[config.mk]
export PLATFORM = sky130hd
export DESIGN_NAME = evb_cell
export DESIGN_NICKNAME = d
export VERILOG_FILES = /design/src/sv/evb_pkg.sv /design/src/sv/evb_cell.sv
export SDC_FILE = /design/constraint.sdc
export NUM_CORES = 1
export LEC_CHECK = 0
export CAP_MARGIN = 20
export CORE_AREA = 5 5 344 346
export DETAILED_ROUTE_END_ITERATION = 8
export DIE_AREA = 0 0 349 351
export DONT_BUFFER_PORTS = 1
export SYNTH_ARGS = -nofsm -noshare
export SYNTH_HDL_FRONTEND = slang
export SYNTH_SLANG_ARGS = --single-unit
[constraint.sdc]
create_clock -name clk -period 9.45 [get_ports clk]
set_clock_uncertainty 0.15 [all_clocks]
set_input_delay 0 -clock clk [delete_from_list [all_inputs] [get_ports clk]]
set_output_delay 0 -clock clk [all_outputs]
set_load 0.05 [all_outputs]
[src/sv/evb_pkg.sv]
// ----------------------------------------------------------------------------
// evb_pkg
// Types and constants shared by the variogram binner: request and result
// layouts, the token that walks the cell chain, command, method and status
// codes, and the controller states.
// ----------------------------------------------------------------------------
package evb_pkg;

	localparam int BINS       = 32;
	localparam int AXES       = 3;
	localparam int VALUE_BITS = 12;

	localparam int COORD_W = 16;
	localparam int BIN_W   = 5;
	localparam int IDX_W   = 6;
	localparam int EDGE_W  = 36;
	localparam int SUM_W   = 48;
	localparam int SQ_W    = 64;
	localparam int CNT_W   = 24;
	localparam int HT_W    = 40;
	localparam int TERM_W  = 25;
	localparam int TSQ_W   = 48;
	localparam int OUT_W   = 48;
	localparam int WIDE_W  = 128;
	localparam int OP_W    = 64;
	localparam int CFG_IDX_W  = 2;
	localparam int CFG_DATA_W = 6;

	localparam logic [1:0] CMD_ACC   = 2'd0;
	localparam logic [1:0] CMD_READ  = 2'd1;
	localparam logic [1:0] CMD_WRITE = 2'd2;
	localparam logic [1:0] CMD_CLEAR = 2'd3;

	localparam logic [1:0] MTH_VARIO = 2'd0;
	localparam logic [1:0] MTH_COV   = 2'd1;
	localparam logic [1:0] MTH_MADO  = 2'd2;

	localparam logic [1:0] STAT_OK    = 2'd0;
	localparam logic [1:0] STAT_RANGE = 2'd1;
	localparam logic [1:0] STAT_ORDER = 2'd2;

	localparam logic [CFG_IDX_W-1:0] REG_METHOD = 2'd0;
	localparam logic [CFG_IDX_W-1:0] REG_DIMS   = 2'd1;
	localparam logic [CFG_IDX_W-1:0] REG_BINS   = 2'd2;

	typedef enum logic [2:0] {
		S_IDLE, S_PREP, S_PASS, S_LOAD, S_MUL, S_DLOAD, S_DIV, S_DONE
	} state_t;

	typedef struct packed {
		logic [1:0]                    command;
		logic signed [COORD_W-1:0]     head_x;
		logic signed [COORD_W-1:0]     head_y;
		logic signed [COORD_W-1:0]     head_z;
		logic signed [COORD_W-1:0]     tail_x;
		logic signed [COORD_W-1:0]     tail_y;
		logic signed [COORD_W-1:0]     tail_z;
		logic signed [VALUE_BITS-1:0]  head_value;
		logic signed [VALUE_BITS-1:0]  tail_value;
		logic [IDX_W-1:0]              bin_index;
		logic signed [EDGE_W-1:0]      edge_value;
	} req_t;

	typedef struct packed {
		logic [1:0]               status;
		logic [BIN_W-1:0]         bin_hit;
		logic [CNT_W-1:0]         pair_count;
		logic signed [OUT_W-1:0]  mean_value;
		logic signed [OUT_W-1:0]  spread_value;
		logic                     spread_valid;
	} res_t;

	typedef struct packed {
		logic                          valid;
		logic                          apply;
		logic [1:0]                    cmd;
		logic [1:0]                    method;
		logic [IDX_W-1:0]              nb;
		logic [IDX_W-1:0]              idx;
		logic signed [EDGE_W-1:0]      sq_dist;
		logic signed [TERM_W-1:0]      term;
		logic [TSQ_W-1:0]              term_sq;
		logic signed [VALUE_BITS-1:0]  hv;
		logic signed [VALUE_BITS-1:0]  tv;
		logic signed [EDGE_W-1:0]      edge_val;
		logic signed [EDGE_W-1:0]      prev_edge;
		logic                          bad;
		logic                          found;
		logic [BIN_W-1:0]              bin;
		logic [CNT_W-1:0]              n;
		logic signed [SUM_W-1:0]       s;
		logic [SQ_W-1:0]               q;
		logic signed [HT_W-1:0]        hs;
		logic signed [HT_W-1:0]        ts;
	} tok_t;

endpackage

[src/sv/evb_cell.sv]
// ----------------------------------------------------------------------------
// evb_cell
// One link of the bin chain: holds edge slot IDX and, below the last slot,
// the accumulators of bin IDX. Checks, loads or updates the passing token and
// hands it to the next cell in the cycle after.
// ----------------------------------------------------------------------------
module evb_cell #(
	parameter int IDX = 0
) (
	input  logic          clk,
	input  logic          arst_n,
	input  evb_pkg::tok_t tok_i,
	output evb_pkg::tok_t tok_o
);
	import evb_pkg::*;

	localparam logic [IDX_W-1:0] MY_IDX = IDX_W'(IDX);
	localparam logic [BIN_W-1:0] MY_BIN = BIN_W'(IDX);
	localparam logic [BIN_W-1:0] LO_BIN = BIN_W'(IDX - 1);
	localparam bit HAS_BIN = (IDX < BINS);

	logic signed [EDGE_W-1:0] edge_q;
	logic signed [SUM_W-1:0]  sum_q;
	logic [SQ_W-1:0]          sq_q;
	logic [CNT_W-1:0]         cnt_q;
	logic signed [HT_W-1:0]   hs_q;
	logic signed [HT_W-1:0]   ts_q;
	tok_t                     tok_d;
	tok_t                     tok_q;

	always_ff @(posedge clk) begin
		if (tok_i.valid && tok_i.cmd == CMD_WRITE && tok_i.idx == MY_IDX) begin
			edge_q <= tok_i.edge_val;
		end
	end

	generate
		if (HAS_BIN) begin : g_bin
			logic                     hit;
			logic signed [SUM_W:0]    sum_w;
			logic signed [SUM_W-1:0]  sum_n;
			logic [SQ_W:0]            sq_w;
			logic [SQ_W-1:0]          sq_n;
			logic signed [HT_W:0]     hs_w;
			logic signed [HT_W:0]     ts_w;
			logic signed [HT_W-1:0]   hs_n;
			logic signed [HT_W-1:0]   ts_n;

			assign hit = tok_i.valid && tok_i.cmd == CMD_ACC && tok_i.apply
				&& tok_i.bin == MY_BIN && cnt_q != '1;

			always_comb begin
				sum_w = (SUM_W+1)'(sum_q) + (SUM_W+1)'(tok_i.term);
				if (sum_w[SUM_W] != sum_w[SUM_W-1]) begin
					sum_n = sum_w[SUM_W] ? {1'b1, {(SUM_W-1){1'b0}}}
						: {1'b0, {(SUM_W-1){1'b1}}};
				end else begin
					sum_n = sum_w[SUM_W-1:0];
				end
				sq_w = {1'b0, sq_q} + (SQ_W+1)'(tok_i.term_sq);
				sq_n = sq_w[SQ_W-1] ? {1'b0, {(SQ_W-1){1'b1}}} : sq_w[SQ_W-1:0];
				hs_w = (HT_W+1)'(hs_q) + (HT_W+1)'(tok_i.hv);
				ts_w = (HT_W+1)'(ts_q) + (HT_W+1)'(tok_i.tv);
				if (hs_w[HT_W] != hs_w[HT_W-1]) begin
					hs_n = hs_w[HT_W] ? {1'b1, {(HT_W-1){1'b0}}} : {1'b0, {(HT_W-1){1'b1}}};
				end else begin
					hs_n = hs_w[HT_W-1:0];
				end
				if (ts_w[HT_W] != ts_w[HT_W-1]) begin
					ts_n = ts_w[HT_W] ? {1'b1, {(HT_W-1){1'b0}}} : {1'b0, {(HT_W-1){1'b1}}};
				end else begin
					ts_n = ts_w[HT_W-1:0];
				end
			end

			always_ff @(posedge clk or negedge arst_n) begin
				if (!arst_n) begin
					sum_q <= '0;
					sq_q  <= '0;
					cnt_q <= '0;
					hs_q  <= '0;
					ts_q  <= '0;
				end else if (tok_i.valid && tok_i.cmd == CMD_CLEAR) begin
					sum_q <= '0;
					sq_q  <= '0;
					cnt_q <= '0;
					hs_q  <= '0;
					ts_q  <= '0;
				end else if (hit) begin
					sum_q <= sum_n;
					sq_q  <= sq_n;
					cnt_q <= cnt_q + 1'b1;
					if (tok_i.method == MTH_COV) begin
						hs_q <= hs_n;
						ts_q <= ts_n;
					end
				end
			end
		end else begin : g_edge_only
			assign sum_q = '0;
			assign sq_q  = '0;
			assign cnt_q = '0;
			assign hs_q  = '0;
			assign ts_q  = '0;
		end
	endgenerate

	always_comb begin
		tok_d = tok_i;
		tok_d.prev_edge = edge_q;
		if (tok_i.valid && tok_i.cmd == CMD_ACC && !tok_i.apply && IDX >= 1
				&& MY_IDX <= tok_i.nb) begin
			if (tok_i.prev_edge >= edge_q) begin
				tok_d.bad = 1'b1;
			end
			if (tok_i.sq_dist > tok_i.prev_edge && tok_i.sq_dist <= edge_q) begin
				tok_d.found = 1'b1;
				tok_d.bin   = LO_BIN;
			end
		end
		if (HAS_BIN && tok_i.valid && tok_i.cmd == CMD_READ && tok_i.idx == MY_IDX) begin
			tok_d.n  = cnt_q;
			tok_d.s  = sum_q;
			tok_d.q  = sq_q;
			tok_d.hs = hs_q;
			tok_d.ts = ts_q;
		end
	end

	always_ff @(posedge clk or negedge arst_n) begin
		if (!arst_n) begin
			tok_q <= '0;
		end else begin
			tok_q <= tok_d;
		end
	end

	assign tok_o = tok_q;

endmodule

After elaboration in Yosys (flattened, before gate mapping)
Cells that the tools add are included.
{"block": "op_classes", "n_addsub": 5, "n_eq_ne": 8, "mux": 20, "n_reduce_logical": 15}
{"cell": "$mux W40", "n": 10}
{"cell": "$mux W216", "n": 1}
{"cell": "$mux W48", "n": 4}
{"cell": "$mux W64", "n": 2}
{"cell": "$add A40 B12 Y41", "n": 2}
{"cell": "$add A64 B48 Y64", "n": 1}
{"cell": "$mux W63", "n": 1}
{"cell": "$add A48 B25 Y49", "n": 1}
{"cell": "$mux W24", "n": 2}
{"cell": "$add A24 B1 Y24 const B", "n": 1}
{"cell": "$ne A24 B24 Y1 const B", "n": 1}
{"cell": "$logic_and A1 B1 Y1", "n": 9}
{"cell": "$logic_not A6 Y1", "n": 1}
{"cell": "$logic_not A5 Y1", "n": 1}
{"cell": "$eq A2 B1 Y1 const B", "n": 2}
{"cell": "$eq A2 B2 Y1 const B", "n": 2}
{"cell": "$reduce_bool A2 Y1", "n": 2}
{"cell": "$ne A1 B1 Y1", "n": 3}
{"cell": "$logic_not A2 Y1", "n": 1}
{"cell": "$reduce_and A2 Y1", "n": 1}
{"block": "word_totals", "ff_bits": 698, "in_bits": 448, "out_inout_bits": 446, "wordCells": 75}

Longest topological paths before layout
{"block": "depth", "word_depth": 7, "mapped_depth": 13}

Least setup slack after synthesis
OpenSTA, ideal clock, no wires.
{"block": "synth_path", "path_kind": "reg-to-reg", "start": "register hs_q[0]", "end": "register hs_q[19]", "arrival_ps": 3092, "required_ps": 9162, "path_slack_ps": 6070, "stages_incl_launch_ff": 14, "path_cell_list": "dfrtp_1 > ha_1 > fa_1 > a211oi_1 > o21bai_1 > a22o_1 > a311oi_2 > a21oi_1 > a21o_1 > a31o_1 > nand4_1 > buf_2 > buf_2 > o211ai_1"}
{"block": "synth_between", "elab_chain_len": 6, "word_cells_on_any_way": 7}
{"item": "from (decl)", "line_no": "evb_cell.sv:26", "text": "logic signed [HT_W-1:0] hs_q;"}
{"item": "from (signal assigned)", "line_no": "evb_cell.sv:94", "text": "hs_q <= hs_n;"}
{"item": "$add A40 B12 Y41 (*)", "line_no": "evb_cell.sv:62", "text": "hs_w = (HT_W+1)'(hs_q) + (HT_W+1)'(tok_i.hv);"}
{"item": "$mux W40 / $ne A1 B1 Y1 (equally long branches)", "line_no": "evb_cell.sv:65, evb_cell.sv:64"}
{"item": "$mux W40 (*)", "line_no": "evb_cell.sv:64", "text": "if (hs_w[HT_W] != hs_w[HT_W-1]) begin"}
{"item": "$mux W40 (*)", "line_no": "evb_cell.sv:93", "text": "if (tok_i.method == MTH_COV) begin"}
{"item": "$mux W40 (*)", "line_no": "evb_cell.sv:89", "text": "end else if (hit) begin"}
{"item": "$mux W40 (*)", "line_no": "evb_cell.sv:83", "text": "end else if (tok_i.valid && tok_i.cmd == CMD_CLEAR) begin"}
Every way passes the cells marked *; elsewhere a longest branch is shown, timed or not. The select of a mux whose other input is x is not followed.
A chain may end at the register's enable or synchronous reset.

Worst setup path in the final report
{"block": "layout_path", "start": "input port tok_i[443] in the netlist's numbering", "end": "register hs_q[8]"}
{"block": "layout_between", "elab_chain_len": 7, "word_cells_on_any_way": 11}
{"item": "from (decl)", "line_no": "evb_cell.sv:12", "text": "input evb_pkg::tok_t tok_i,"}
{"item": "$logic_not A2 Y1"}
{"item": "$logic_and A1 B1 Y1"}
{"item": "$logic_and A1 B1 Y1", "line_no": "evb_cell.sv:49", "text": "assign hit = tok_i.valid && tok_i.cmd == CMD_ACC && tok_i.apply"}
{"item": "$logic_and A1 B1 Y1 (2 in a row)", "line_no": "evb_cell.sv:50", "text": "&& tok_i.bin == MY_BIN && cnt_q != '1;"}
{"item": "$reduce_bool A2 Y1 (no line)"}
{"item": "$reduce_and A2 Y1 (no line)"}
Several ways; a longest one is shown, not always the timed one.

==> results.rst <==
.. list-table::
   :header-rows: 1

   * - Metric
     - Value
   * - Status
     - complete, but fails checks
   * - Failing checks
     - hold timing
   * - Starting density of the core
     - 29.2%
   * - RSZ-0062 raised after global routing
     - no
   * - IO Port Bufs
     - 0
   * - Critical path startpoint category
     - input pin
   * - Largest cells by area after synthesis
     - sky130_fd_sc_hd__dfrtp_1 49%, sky130_fd_sc_hd__mux2_2 7.2%, sky130_fd_sc_hd__ha_1 6.6%
   * - Routed wire length
     - 122000 um
   * - Post-detailed-route DRC marker count
     - 0
   * - Number of iterations in the first detailed-routing pass
     - 5
   * - Resized Gates After CTS
     - 0
   * - Reg2Reg Setup Slack
     - 5160 ps
   * - Met1 demand-to-capacity share in global routing
     - 23.0%
   * - Clock tree from TritonCTS
     - yes
   * - Leading cell type in the layout, fill and taps excluded
     - sky130_fd_sc_hd__dlygate4sd3_1
   * - Number of instances in the synthesized netlist
     - 2940
   * - Global routing's busiest layer
     - met2
   * - Arrival time at the worst endpoint
     - 4850 ps
   * - Mean area per synthesized cell
     - 11.4 um^2
   * - Sink count of the clock tree
     - 697
   * - Final period demand of the worst path
     - 4510 ps
   * - Root buffer selected by CTS
     - sky130_fd_sc_hd__clkbuf_16
   * - Fin. Hold Viols
     - 661
   * - Most numerous cell on the critical path
     - sky130_fd_sc_hd__buf_4
   * - Post-Route Hold Slack
     - -1100 ps
   * - Final Setup Violations
     - 0
   * - Die outline height
     - 351 um
   * - Post-route insts no fill
     - 5328
   * - CTS HTree Levels
     - 3
   * - Leading cell types in the layout, fill and taps excluded
     - 820 x sky130_fd_sc_hd__dlygate4sd3_1, 661 x sky130_fd_sc_hd__dfrtp_1, 236 x sky130_fd_sc_hd__a21oi_1, 234 x sky130_fd_sc_hd__nand2_1, 215 x sky130_fd_sc_hd__mux2_2
   * - Seq/Total Area, Yosys
     - 52.5%
   * - Headroom to the max-slew limit
     - 0.0970%
   * - Initial DRC Count
     - 2017
   * - Maximum number of pins on one net before global-route repair
     - 662
   * - Clock-pin slew reported for the worst setup and hold paths after clock tree synthesis
     - 60 ps
   * - Number of placement rows
     - 125
   * - Worst path required time
     - 9790 ps
   * - Count of different cell masters after synthesis
     - 98
   * - Final HPWL DP
     - 80000 um
   * - Number of max-slew violations in the final report
     - 0
   * - Final net count
     - 4357
   * - Synth area leader
     - sky130_fd_sc_hd__dfrtp_1
   * - Max Clock Freq
     - 222 MHz
   * - Net count after synthesis
     - 3569
   * - Worst-path cell with the longest stage delay
     - sky130_fd_sc_hd__nor3b_1
   * - Area of the die
     - 122000 um^2
   * - Type of the most critical hold path
     - input pin to asynchronous set/reset pin
   * - Final worst slack
     - 4940 ps
   * - Share of post-route cells with drive strength above 1
     - 10.9%
   * - Layout overhead on the synthesized area
     - 37.0%
   * - Area fraction of the dominant cell type after synthesis
     - 49.3%
   * - Total vias in the final route
     - 27600
   * - Final worst-path cycle share
     - 47.7%
   * - Post-CTS repair timing setup buffer count
     - 0
   * - Met3 global-route usage
     - 4.93%
   * - Power per unit of standard cell area
     - 157 nW/um^2
   * - Routing usage on met2
     - 32.4%
   * - Highest ir drop seen on vdd
     - 135 uV
   * - Number of vias per cell after detailed routing
     - 5.18
   * - Classification of the worst setup path
     - input pin to flip-flop
   * - Worst-path fanout max
     - 40
   * - Post-synthesis cell area
     - 33600 um^2
   * - Detail-routed net length per standard cell
     - 22.9 um
   * - Remaining global-route overflow
     - 0
   * - Least-Margin Pin Slew
     - 1500 ps
   * - Dominant synthesized flop cell
     - sky130_fd_sc_hd__dfrtp_1
   * - Maximum clock path buffer count
     - 3
   * - Number of buffers inserted for hold repair after clock tree synthesis
     - 823
   * - Ports
     - 894
   * - Minimum setup slack after placement
     - 5200 ps
   * - Fraction of synthesis flops using an asynchronous set or reset pin
     - 94.8%
   * - Type of element capturing the critical path
     - flip-flop
   * - Number of flops mapped to enable cells by yosys
     - 36
   * - Yosys warnings
     - 0
   * - Crit-path max cell delay
     - 820 ps
   * - Wire length of the first global-routing pass
     - 180000 um
   * - Launch instance of the worst register-to-register path
     - hs_q[10]$_DFFE_PN0P_
   * - Post-placement cell count
     - 4350
   * - Core area
     - 115000 um^2
   * - Number of nets still failing antenna checks after routing
     - 0
   * - LEAKAGE
     - 20.2 nW
   * - Initial antenna violation count
     - 23
   * - GPL Wtd Cong
     - 0.882
   * - Worst-skew pair later-pin latency
     - 670 ps
   * - CTS buffer count
     - 77
   * - Count of buffer and inverter cells on the critical path
     - 5
   * - Synthesis-stage register bit count
     - 697
   * - Worst reg2reg path endpoint
     - hs_q[8]$_DFFE_PN0P_
   * - R2R cell count
     - 11
   * - Crit-path cells
     - dlygate4sd3_1, dlygate4sd3_1, or4_1, nor4_2, buf_4, o41ai_4, buf_4, nor3b_1, nor2_4, buf_4, nand2_1, o211ai_1
   * - Vias in the first global route
     - 28800
   * - Max Cap Viol
     - 0
   * - Cell family with most CP delay
     - simple AND/OR/NAND/NOR gates
   * - Overall Global Routing Usage
     - 19.0%
   * - Sum Neg Setup Slack
     - 0 ps
   * - Chip width
     - 349 um
per-layer routing:
metal	vias to the layer above	wire length [um]
met3	232	9350
met1	13800	48300
met2	1122	59600
met4	4	4680
li1	12500	-
met5	-	29
how the worst max path moves through the flow:
stage | from | to | cells past startpoint
finish | tok_i[443] | hs_q[8]$_DFFE_PN0P_ | 12
global route | tok_i[443] | sq_q[52]$_DFFE_PN0P_ | 11
CTS | tok_i[443] | hs_q[8]$_DFFE_PN0P_ | 12
detailed placement | hs_q[10]$_DFFE_PN0P_ | hs_q[8]$_DFFE_PN0P_ | 11
global placement | hs_q[1]$_DFFE_PN0P_ | hs_q[8]$_DFFE_PN0P_ | 11
floorplan | hs_q[0]$_DFFE_PN0P_ | hs_q[19]$_DFFE_PN0P_ | 13
stage by stage:
stage / util (%) / hold WS, ps / cell area, um^2 / power [mW]
global placement: 30.5 / -430 / 35100 / 3.86
finish: 39.9 / -1100 / 46000 / 7.23
detailed placement: 30.5 / -430 / 35100 / 3.86
floorplan: - / -446 / 33600 / 3.77
CTS: 39.9 / -1190 / 45900 / 7.26
global route: 39.9 / -1160 / 46000 / 7.48
Yosys cell counts (41+ instances only):
cell                       count
sky130_fd_sc_hd__a21o_1       99
sky130_fd_sc_hd__a21oi_1     236
sky130_fd_sc_hd__a221o_1      45
sky130_fd_sc_hd__a31oi_1      62
sky130_fd_sc_hd__clkbuf_1     91
sky130_fd_sc_hd__dfrtp_1     661
sky130_fd_sc_hd__ha_1        177
sky130_fd_sc_hd__inv_1        41
sky130_fd_sc_hd__mux2_2      215
sky130_fd_sc_hd__nand2_1     234
sky130_fd_sc_hd__nand3_1      51
sky130_fd_sc_hd__nand4_1      43
sky130_fd_sc_hd__nor2_1      142
sky130_fd_sc_hd__o211ai_1     87
sky130_fd_sc_hd__o21ai_0     107
sky130_fd_sc_hd__xnor2_1      89
sky130_fd_sc_hd__xor2_1       90
cells by family (layout without fill, tap and decap cells):
logic type | Yosys count | count (layout) | synth area share, %
compound gates | 849 | 849 | 17.4
simple gates | 642 | 642 | 9.14
buf+inv | 173 | 1023 | 2.16
mux | 219 | 219 | 7.33
xor+xnor | 179 | 179 | 4.67
fa+ha+maj | 181 | 181 | 6.84
other cells | 0 | 14 | 0
flops | 697 | 697 | 52.5
final cells by class:
cell class | instances | area, um^2
diodes | 14 | 35.0
clock buffers | 103 | 2170
clock inverters | 38 | 413
fillers | 10700 | 69100
inverters | 41 | 154
multi-input cells | 2070 | 15300
flip-flops and latches | 697 | 17600
well taps | 1524 | 1910
repair buffers | 841 | 8400
registers in the layout, indices dropped and copies added (netlist names):
signal  count
tok_o     446
sq_q       63
sum_q      48
hs_q       40
ts_q       40
edge_q     36
cnt_q      24
report_power, final:
part	total (mW)	switching [mW]	internal (mW)
registers	3.50	0.399	3.10
logic	0.650	0.288	0.362
clock network	3.09	1.36	1.73
total	7.23	2.04	5.19
(Power assumes the default switching activity.)
