## src/sv/evb_pkg.sv

```systemverilog
// ----------------------------------------------------------------------------
// evb_pkg
// Types and constants shared by the variogram binner: request and result
// layouts, the token that walks the cell chain, command, method and status
// codes, and the controller states.
// ----------------------------------------------------------------------------
package evb_pkg;

	localparam int BINS       = 32;
	localparam int AXES       = 3;
	localparam int VALUE_BITS = 12;

	localparam int COORD_W = 16;
	localparam int BIN_W   = 5;
	localparam int IDX_W   = 6;
	localparam int EDGE_W  = 36;
	localparam int SUM_W   = 48;
	localparam int SQ_W    = 64;
	localparam int CNT_W   = 24;
	localparam int HT_W    = 40;
	localparam int TERM_W  = 25;
	localparam int TSQ_W   = 48;
	localparam int OUT_W   = 48;
	localparam int WIDE_W  = 128;
	localparam int OP_W    = 64;
	localparam int CFG_IDX_W  = 2;
	localparam int CFG_DATA_W = 6;

	localparam logic [1:0] CMD_ACC   = 2'd0;
	localparam logic [1:0] CMD_READ  = 2'd1;
	localparam logic [1:0] CMD_WRITE = 2'd2;
	localparam logic [1:0] CMD_CLEAR = 2'd3;

	localparam logic [1:0] MTH_VARIO = 2'd0;
	localparam logic [1:0] MTH_COV   = 2'd1;
	localparam logic [1:0] MTH_MADO  = 2'd2;

	localparam logic [1:0] STAT_OK    = 2'd0;
	localparam logic [1:0] STAT_RANGE = 2'd1;
	localparam logic [1:0] STAT_ORDER = 2'd2;

	localparam logic [CFG_IDX_W-1:0] REG_METHOD = 2'd0;
	localparam logic [CFG_IDX_W-1:0] REG_DIMS   = 2'd1;
	localparam logic [CFG_IDX_W-1:0] REG_BINS   = 2'd2;

	typedef enum logic [2:0] {
		S_IDLE, S_PREP, S_PASS, S_LOAD, S_MUL, S_DLOAD, S_DIV, S_DONE
	} state_t;

	typedef struct packed {
		logic [1:0]                    command;
		logic signed [COORD_W-1:0]     head_x;
		logic signed [COORD_W-1:0]     head_y;
		logic signed [COORD_W-1:0]     head_z;
		logic signed [COORD_W-1:0]     tail_x;
		logic signed [COORD_W-1:0]     tail_y;
		logic signed [COORD_W-1:0]     tail_z;
		logic signed [VALUE_BITS-1:0]  head_value;
		logic signed [VALUE_BITS-1:0]  tail_value;
		logic [IDX_W-1:0]              bin_index;
		logic signed [EDGE_W-1:0]      edge_value;
	} req_t;

	typedef struct packed {
		logic [1:0]               status;
		logic [BIN_W-1:0]         bin_hit;
		logic [CNT_W-1:0]         pair_count;
		logic signed [OUT_W-1:0]  mean_value;
		logic signed [OUT_W-1:0]  spread_value;
		logic                     spread_valid;
	} res_t;

	typedef struct packed {
		logic                          valid;
		logic                          apply;
		logic [1:0]                    cmd;
		logic [1:0]                    method;
		logic [IDX_W-1:0]              nb;
		logic [IDX_W-1:0]              idx;
		logic signed [EDGE_W-1:0]      sq_dist;
		logic signed [TERM_W-1:0]      term;
		logic [TSQ_W-1:0]              term_sq;
		logic signed [VALUE_BITS-1:0]  hv;
		logic signed [VALUE_BITS-1:0]  tv;
		logic signed [EDGE_W-1:0]      edge_val;
		logic signed [EDGE_W-1:0]      prev_edge;
		logic                          bad;
		logic                          found;
		logic [BIN_W-1:0]              bin;
		logic [CNT_W-1:0]              n;
		logic signed [SUM_W-1:0]       s;
		logic [SQ_W-1:0]               q;
		logic signed [HT_W-1:0]        hs;
		logic signed [HT_W-1:0]        ts;
	} tok_t;

endpackage

```

## src/sv/evb_div.sv

```systemverilog
// ----------------------------------------------------------------------------
// evb_div
// Restoring divider, 128-bit dividend by 64-bit divisor, one quotient bit per
// cycle. Done pulses for one cycle when quotient and remainder are ready.
// ----------------------------------------------------------------------------
module evb_div (
	input  logic                        clk,
	input  logic                        arst_n,
	input  logic                        start,
	input  logic [evb_pkg::WIDE_W-1:0]  num,
	input  logic [evb_pkg::OP_W-1:0]    den,
	output logic                        done,
	output logic [evb_pkg::WIDE_W-1:0]  quo,
	output logic [evb_pkg::OP_W-1:0]    rem
);
	import evb_pkg::*;

	localparam int CNT_BITS = $clog2(WIDE_W);

	logic [WIDE_W-1:0]   x_q;
	logic [WIDE_W-1:0]   q_q;
	logic [OP_W-1:0]     r_q;
	logic [OP_W-1:0]     den_q;
	logic [CNT_BITS-1:0] cnt_q;
	logic                run_q;
	logic                done_q;
	logic [OP_W:0]       r_sh;
	logic [OP_W:0]       r_sub;
	logic                q_bit;

	always_comb begin
		r_sh  = {r_q, x_q[WIDE_W-1]};
		r_sub = r_sh - {1'b0, den_q};
		q_bit = (r_sh >= {1'b0, den_q});
	end

	always_ff @(posedge clk or negedge arst_n) begin
		if (!arst_n) begin
			run_q  <= 1'b0;
			done_q <= 1'b0;
			cnt_q  <= '0;
		end else begin
			done_q <= 1'b0;
			if (start) begin
				run_q <= 1'b1;
				cnt_q <= '0;
			end else if (run_q) begin
				cnt_q <= cnt_q + 1'b1;
				if (cnt_q == '1) begin
					run_q  <= 1'b0;
					done_q <= 1'b1;
				end
			end
		end
	end

	always_ff @(posedge clk) begin
		if (start) begin
			x_q   <= num;
			q_q   <= '0;
			r_q   <= '0;
			den_q <= den;
		end else if (run_q) begin
			x_q <= x_q << 1;
			q_q <= {q_q[WIDE_W-2:0], q_bit};
			r_q <= q_bit ? r_sub[OP_W-1:0] : r_sh[OP_W-1:0];
		end
	end

	assign done = done_q;
	assign quo  = q_q;
	assign rem  = r_q;

endmodule

```

## config.mk

```make
export PLATFORM = sky130hd
export DESIGN_NAME = evb_div
export DESIGN_NICKNAME = d
export VERILOG_FILES = /design/src/sv/evb_pkg.sv /design/src/sv/evb_div.sv
export SDC_FILE = /design/constraint.sdc
export NUM_CORES = 1
export LEC_CHECK = 0
export BUFFER_PORTS_ARGS = -buffer_cell sky130_fd_sc_hd__buf_4
export CAP_MARGIN = 5
export CORE_AREA = 2 2 183 185
export CTS_CLUSTER_SIZE = 40
export DETAILED_ROUTE_END_ITERATION = 8
export DIE_AREA = 0 0 185 187
export GPL_TIMING_DRIVEN = 1
export PLACE_DENSITY = 0.85
export SETUP_SLACK_MARGIN = 0.02
export SYNTH_ARGS = -nofsm -noshare
export SYNTH_HDL_FRONTEND = slang
export SYNTH_SLANG_ARGS = --single-unit
export TNS_END_PERCENT = 30
```

## constraint.sdc

```tcl
create_clock -name clk -period 5.4 [get_ports clk]
set_input_delay 0.27 -clock clk [delete_from_list [all_inputs] [get_ports clk]]
set_output_delay 0.27 -clock clk [all_outputs]
set_load 0.05 [all_outputs]
```

# Yosys cells after proc, flatten, opt, wreduce, memory -nomap -nowiden
# Index checks and enable logic that the tools add are counted.
# W data, S select, Z words.
[totals] ff_bits=393 out_inout_bits=193 elab_cells=23
[op_classes] add_sub_neg=2 magnitude_cmp=1 eq_ne=1 mux=11 n_reduce_logical=1
[op_table] cell="$mux W128" n=2
[op_table] cell="$ge A65 B64 Y1" n=1
[op_table] cell="$mux W64" n=1
[op_table] cell="$sub A64 B64 Y64" n=1
[op_table] cell="$mux W7" n=2
[op_table] cell="$add A7 B1 Y7 const B" n=1
[op_table] cell="$eq A7 B7 Y1 const B" n=1
[op_table] cell="$mux W1" n=6
[op_table] cell="$reduce_bool A2 Y1" n=1

# Depth between registers and ports, before layout
# Gate-level depths: netlist (run 1).
[depth] ltp_word=4 ltp_mapped=18 mapped_depth_nobuf=14

# Least setup slack after synthesis (run 1)
# Ideal clock, no wire load.
[synth_path] path_kind="reg2reg" startpoint="reg r_q[24], in the netlist rem[24]" endpoint="reg r_q[58], in the netlist rem[58]" arrival_ns=3.260 required_time_ns=5.262 setup_slack_ns=2.001 stages_incl_launch_ff=13 cell_sequence="dfxtp_1 -> ha_1 -> a21o_1 -> o21bai_1 -> a21o_1 -> a21oi_1 -> nor2_1 -> or3b_1 -> o21ai_1 -> a21boi_1 -> or4_1 -> a311oi_1 -> nor3_1"
[synth_between] elab_chain_len=2
[synth_lines] item="start, declared" line_no="evb_div.sv:22" text="logic [OP_W-1:0] r_q;"
[synth_lines] item="start signal, assigned" line_no="evb_div.sv:66" text="r_q <= q_bit ? r_sub[OP_W-1:0] : r_sh[OP_W-1:0];"
[synth_lines] item="$sub A64 B64 Y64 or $ge A65 B64 Y1 (tied branches)" line_no="evb_div.sv:33, evb_div.sv:34"
[synth_lines] item="$mux W64 (*)" line_no="evb_div.sv:66"
# Every way passes the cells marked *; elsewhere a longest branch is shown, timed or not.
# A chain may end at the register's enable or synchronous reset.

# Final worst setup path (run 1)
[layout_path] startpoint="reg den_q[10]" endpoint="reg r_q[37], in the netlist rem[37]"
[layout_between] elab_chain_len=2
[layout_lines] item="start, declared" line_no="evb_div.sv:23" text="logic [OP_W-1:0] den_q;"
[layout_lines] item="start signal, assigned" line_no="evb_div.sv:62" text="den_q <= den;"
[layout_lines] item="$sub A64 B64 Y64 or $ge A65 B64 Y1 (tied branches)" line_no="evb_div.sv:33, evb_div.sv:34"
[layout_lines] item="$mux W64 (*)" line_no="evb_div.sv:66"
# Marked as above.

==> results of run 1 <==
[Yosys cell counts, types with 6 or more instances]
cell      count  area share
nor2_1      258       0.050
nor3_1       28      0.0073
dfrtp_1       9       0.012
inv_1        73       0.014
o21a_1        9      0.0035
clkbuf_1     76       0.015
edfxtp_1    192        0.30
nand3_1      23      0.0060
ha_1         65       0.042
nor2b_1       8      0.0026
nand4_1      15      0.0049
a211oi_2     29       0.019
a31oi_1      13      0.0042
a21o_1       46       0.018
nand2_1      70       0.014
o21ai_0      34      0.0088
dfxtp_1     192        0.20
mux2i_1     145       0.075
a21oi_1     109       0.028
buf_6         6      0.0035
xnor2_1      24       0.011
a211oi_1     32       0.012
and2_1       13      0.0042
buf_1        15      0.0029
mux2_2      128       0.075
o21bai_1     11      0.0043
xor2_1       28       0.013
and3_1       22      0.0071
nand2b_1      8      0.0026
[registers in the layout, summed over array words and instances (netlist names)]
| name | count |
|---|---|
| cnt_q | 7 |
| quo | 128 |
| done | 1 |
| x_q | 128 |
| rem | 64 |
| run_q | 1 |
| den_q | 64 |
[routing by layer]
| layer | vias to the layer above | GRT usage |
|---|---|---|
| li1 | 7205 | - |
| met1 | 7293 | 0.328 |
| met2 | 589 | 0.513 |
| met3 | 137 | 0.0896 |
| met4 | 4 | 0.117 |
| met5 | - | 0 |
[how the worst max path moves through the flow]
stage	end	slack, ps	depth (start not counted)
finish	rem[37]	1390	14
detailed placement	rem[45]	1480	14
CTS	rem[37]	1470	14
global route	rem[37]	1110	13
global placement	rem[56]	1660	14
floorplan	rem[58]	2000	12
[power by group]
| part | leakage (nW) | total [W] | switching [W] | internal [W] |
|---|---|---|---|---|
| sequential | 3.65 | 0.00381 | 0.000303 | 0.00351 |
| clock | 0.647 | 0.00280 | 0.00120 | 0.00160 |
| combinational | 7.20 | 0.00441 | 0.00272 | 0.00169 |
| total | 11.5 | 0.0110 | 0.00422 | 0.00680 |
[logic make-up after synthesis]
family / count (synthesis) / synth area share
compound gates: 338 / 0.123
xor+xnor: 52 / 0.0236
fa+ha+maj: 66 / 0.0432
buf+inv: 180 / 0.0388
flops: 393 / 0.510
mux: 273 / 0.150
simple gates: 476 / 0.111
[through the flow]
stage          instances   util
4_1_cts             2654  0.741
6_report            2659  0.742
2_1_floorplan       1778      -
5_1_grt             2657  0.741
3_5_place_dp        2516  0.681
3_3_place_gp        2516  0.681
[worst max-delay path, cell delays in order, from the launching register on]
cell	delay, ps
edfxtp_1	330
inv_1	40
ha_1	340
and3_1	250
and2_1	180
a221o_1	330
a31oi_2	260
o21ai_2	150
a41o_1	270
a21o_1	230
a21boi_4	480
buf_12	330
inv_4	200
mux2i_1	180
a211oi_1	300
[cell type report]
| cell class | count | area, sq um | area share |
|---|---|---|---|
| Inverter | 75 | 284 | 0.0117 |
| Antenna cell | 5 | 12.5 | 0.000513 |
| Timing Repair Buffer | 460 | 3650 | 0.150 |
| Sequential cell | 393 | 9840 | 0.404 |
| Multi-Input combinational cell | 1205 | 8700 | 0.357 |
| Tap cell | 448 | 561 | 0.0230 |
| Clock inverter | 19 | 178 | 0.00729 |
| Clock buffer | 54 | 1150 | 0.0470 |
[cells in the final DEF, fill, tap and decap left out, types with 65 or more instances in the layout]
cell | netlist | layout
buf_4 | 2 | 392
nor2_1 | 258 | 258
edfxtp_1 | 192 | 192
dfxtp_1 | 192 | 192
mux2i_1 | 145 | 145
mux2_2 | 128 | 128
a21oi_1 | 109 | 109
inv_1 | 73 | 73
nand2_1 | 70 | 70
ha_1 | 65 | 65
dlygate4sd3_1 | 0 | 65
==> flow_summary.yaml, run 1 <==
run_status:
  status: "finished, final reports clean"
hold_path:
  min_from: "num[70]"
  hold_end: "x_q[70]"
  hold_path_depth: 2
  hp-class: "in -> reg"
timing:
  relSlewSlack: 0.228
  worst_slack_ps: 1390
  fin_crit_sh: 0.742
  rsz0062_at_grt: "false"
  finalSetupViolations: 0
  tns_ps: 0
  fin_skew_ps: 14.3
  timing.hold.ws_ps: 26.0
  period_needed_ps: 4010
  fmax_ghz: 0.250
  slew_viol_final: 0
  tightest_slew_ps: 1160
  hold_viol: 0
detailed_routing:
  avgRoutedWirePerCell_microns: 19.6
  avgViaCountPerCell: 5.73
  met3WireLength_microns: 4380
  drt-initial-drc-count: 1135
  routed_wl_microns: 52100
  dr.max_layer_used: "met5"
  num_vias: 15200
  dr.pass1.iters: 8
  wl_met2_microns: 26000
  drc: 0
  drtAntennaViolNets: 0
  drt-met1-wl_microns: 19600
grt:
  grt_pass1_wl_microns: 80400
  overflow: 0
  grt_pass1_vias: 15500
  antenna_found_initial: 7
  grt_max_degree: 211
  track_usage: 0.292
logic_synthesis:
  ys_ff_latch: 393
  ys_dominant_reg_cell: "edfxtp_1"
  synthArstFlopShare: 0.0229
  seq_area_frac_synth: 0.510
  netlist_instances: 1778
  syn_avg_cell_area_sq_um: 10.8
  synth_edf_count: 192
  synthDistinctLibCells: 72
  synth_warnings: 0
  mappedNetlistNets: 2039
  syn_area_sq_mm: 0.0193
placement:
  io_buffer_count: 387
  place_ws_ps: 1480
  hpwl_microns: 35800
  placed_area_sq_mm: 0.0224
  place.gp.congestion: 0.922
final_layout:
  final_area_sq_mm: 0.0244
  fill_cells: 2221
  nNetsFinal: 2437
  syn_to_final_growth_pct: 26.5
  drive_gt1_frac: 0.284
critical_path:
  worst_ep_required_time_ps: 5830
  regToRegStartpoint: "den_q[10]"
  arrival_ps: 4440
  ff2ff_path_depth: 14
  rrSetupSlack_ps: 1390
  critPathMaxFanout: 56
  reg2reg_to: "rem[37]"
  cp-end-kind: "flip-flop"
  startpoint: "den_q[10]"
  critical_path.startpoint_type: "flip-flop"
  critical_path_class: "reg -> reg"
cts:
  post_cts_resized: 0
  postCtsHoldBufs: 65
  postCtsSetupBuffers: 0
  cts_buffer_depth: 3
  clkTransAtPathRegs_ps: 60
  cts.sinks: 393
  htree_levels: 2
  cts_buffers: 41
  clock_latency_ps: 550
  cts_tree: "done"
  cts-root-buf: "clkbuf_16"
die:
  pin_count: 388
  num_rows: 67
  die_w_microns: 185
  coreArea_sq_mm: 0.0329
  die_area_sq_mm: 0.0346
  start_util: 0.586
  fp.dieH_microns: 187
power:
  leakagePower_nw: 11.5
  finalPower_w: 0.0110
  power_density_mw_per_mm2: 452
  ir_drop_mv: 0.369
run:
  max-cap-violations: 0
No activity file was read; power rests on OpenSTA's default activity.
==> run 2: changes to the inputs <==
--- a/config.mk
+++ b/config.mk
@@ -7,12 +7,12 @@
 export LEC_CHECK = 0
 export BUFFER_PORTS_ARGS = -buffer_cell sky130_fd_sc_hd__buf_4
 export CAP_MARGIN = 5
-export CORE_AREA = 2 2 183 185
+export CORE_AREA = 2 2 200 202
 export CTS_CLUSTER_SIZE = 40
 export DETAILED_ROUTE_END_ITERATION = 8
-export DIE_AREA = 0 0 185 187
+export DIE_AREA = 0 0 202 204
 export GPL_TIMING_DRIVEN = 1
-export PLACE_DENSITY = 0.85
+export PLACE_DENSITY = 0.76
 export SETUP_SLACK_MARGIN = 0.02
 export SYNTH_ARGS = -nofsm -noshare
 export SYNTH_HDL_FRONTEND = slang
==> constraint.sdc (replaced) <==
create_clock -name clk -period 3.2 [get_ports clk]
set_input_delay 0.16 -clock clk [delete_from_list [all_inputs] [get_ports clk]]
set_output_delay 0.16 -clock clk [all_outputs]
set_load 0.05 [all_outputs]
==> run 2 against run 1 <==
Effect of this change: the flow now finishes with violations (setup timing); die area is 19% higher; sequential share of layout area is 5.6 points lower; largest power group unchanged; first-iteration DRC count is 7.2% lower; power is 100% higher.
==> flow_summary.yaml, run 2 (synthesis results as in run 1) <==
run_status:
  status: "finished, violations left"
  violations: "setup timing"
placement:
  io_buffer_count: 387
  placed_area_sq_mm: 0.0237
  hpwl_microns: 37800
  place.gp.congestion: 0.888
  dp_cells: 2746
  place_ws_ps: -204
detailed_routing:
  avgViaCountPerCell: 5.57
  dr.pass1.iters: 6
  routed_wl_microns: 65000
  num_vias: 17100
  met3WireLength_microns: 4730
  drt-initial-drc-count: 1053
  dr.max_layer_used: "met5"
  drt-met1-wl_microns: 23800
  avgRoutedWirePerCell_microns: 21.2
  drtAntennaViolNets: 0
  wl_met2_microns: 33400
  drc: 0
cts:
  clock_latency_ps: 580
  cts_tree: "done"
  htree_levels: 2
  cts.sinks: 393
  cts_buffers: 43
  cts_buffer_depth: 3
  clkTransAtPathRegs_ps: 60
  cts-root-buf: "clkbuf_16"
grt:
  antenna_found_initial: 17
  grt_pass1_wl_microns: 96100
  track_usage: 0.297
  overflow: 0
  grt_pass1_vias: 17500
  grt_max_degree: 135
die:
  die_w_microns: 202
  coreArea_sq_mm: 0.0392
  num_rows: 73
  die_area_sq_mm: 0.0412
  fp.dieH_microns: 204
  pin_count: 388
  start_util: 0.492
final_layout:
  nNetsFinal: 2763
  drive_gt1_frac: 0.397
  fill_cells: 2490
  layout_common_cells: "buf_4, nor2_1, dlygate4sd3_1"
  fin_cells: 3072
  final_area_sq_mm: 0.0284
  final_common_cell: "buf_4"
  syn_to_final_growth_pct: 47.5
  final-seq-area_sq_mm: 0.00988
  multiInputGateArea_sq_mm: 0.00948
critical_path:
  worst_ep_required_time_ps: 3610
  cp-end-kind: "flip-flop"
  critPathMaxFanout: 8
  arrival_ps: 3650
  critical_path_class: "reg -> reg"
  critical_path.startpoint_type: "flip-flop"
timing:
  rsz0062_at_grt: "true"
  fin_skew_ps: 23.9
  fmax_ghz: 0.308
  timing.hold.ws_ps: 37.7
  finalSetupViolations: 3
  worst_slack_ps: -48.3
  slew_viol_final: 0
  hold_viol: 0
  period_needed_ps: 3250
  relSlewSlack: 0.318
  tightest_slew_ps: 1020
  tns_ps: -90.4
  fin_crit_sh: 1.02
power:
  leakagePower_nw: 13.2
  power_density_mw_per_mm2: 785
  ir_drop_mv: 0.471
run:
  max-cap-violations: 0
hold_path:
  hp-class: "in -> reg"
## run 2: cell count changes in the layout (fill, tap and decap cells not counted), moves of 22 or more
cell	before	now
a21oi_1	109	72
a21oi_2	0	34
buf_4	392	565
dfxtp_1	192	159
dfxtp_2	0	31
dlygate4sd3_1	65	194
ha_1	65	43
## run 2: power breakdown
| group | total [W] | switching (W) | internal, W |
|---|---|---|---|
| combinational | 0.0107 | 0.00589 | 0.00485 |
| sequential | 0.00644 | 0.000480 | 0.00596 |
| clock | 0.00514 | 0.00220 | 0.00294 |
| total | 0.0223 | 0.00856 | 0.0138 |
## run 2: final cells by class
| type | count | share of cell area |
|---|---|---|
| Antenna cell | 11 | 0.000969 |
| Clock buffer | 65 | 0.0451 |
| Clock inverter | 14 | 0.00533 |
| Inverter | 75 | 0.0105 |
| Multi-Input combinational cell | 1205 | 0.333 |
| Sequential cell | 393 | 0.348 |
| Tap cell | 525 | 0.0231 |
| Timing Repair Buffer | 782 | 0.233 |
| Timing Repair inverter | 2 | 0.000881 |
## run 2: worst paths after layout
path	start	slack, ps	endpoint	depth (start not counted)
max	den_q[24]	-50	rem[58]	15
min	start	40	den_q[16]	1
max reg2reg	den_q[24]	-50	rem[58]	15
min reg2reg	quo[92]	520	quo[92]	2
max in group asynchronous	arst_n	2160	run_q	3
min in group asynchronous	arst_n	700	cnt_q[0]	3
## run 2: timing repair
item,4_1_cts,5_1_grt
pin swaps,42,70
endpoints found under the hold margin,201,0
hold buffers,194,0
resized for setup,62,128
setup endpoints to repair,63,65
setup buffers,27,10
gates cloned,6,2
## run 2: metrics by stage
stage | power, W | utilization
final | 0.0223 | 0.725
after global routing | 0.0232 | 0.725
after CTS | 0.0213 | 0.707
after detailed placement | 0.0149 | 0.605
after global placement | 0.0148 | 0.605
after floorplan | 0.0120 | -
## run 2: critical path, stage by stage (launching register included)
cell,delay (ps)
edfxtp_1,360
inv_1,100
ha_4,230
a21oi_4,190
o21ai_2,90
a211oi_2,260
o31ai_2,120
a221o_1,300
a41o_1,230
a21o_1,220
a21boi_4,190
buf_12,170
buf_12,170
inv_12,70
a311oi_2,290
nor3_1,90
## run 2: routing by layer
metal / track usage / vias up
met2: 0.535 / 745
met3: 0.0717 / 210
li1: - / 7880
met1: 0.329 / 8262
met4: 0.146 / 12
met5: 0 / -
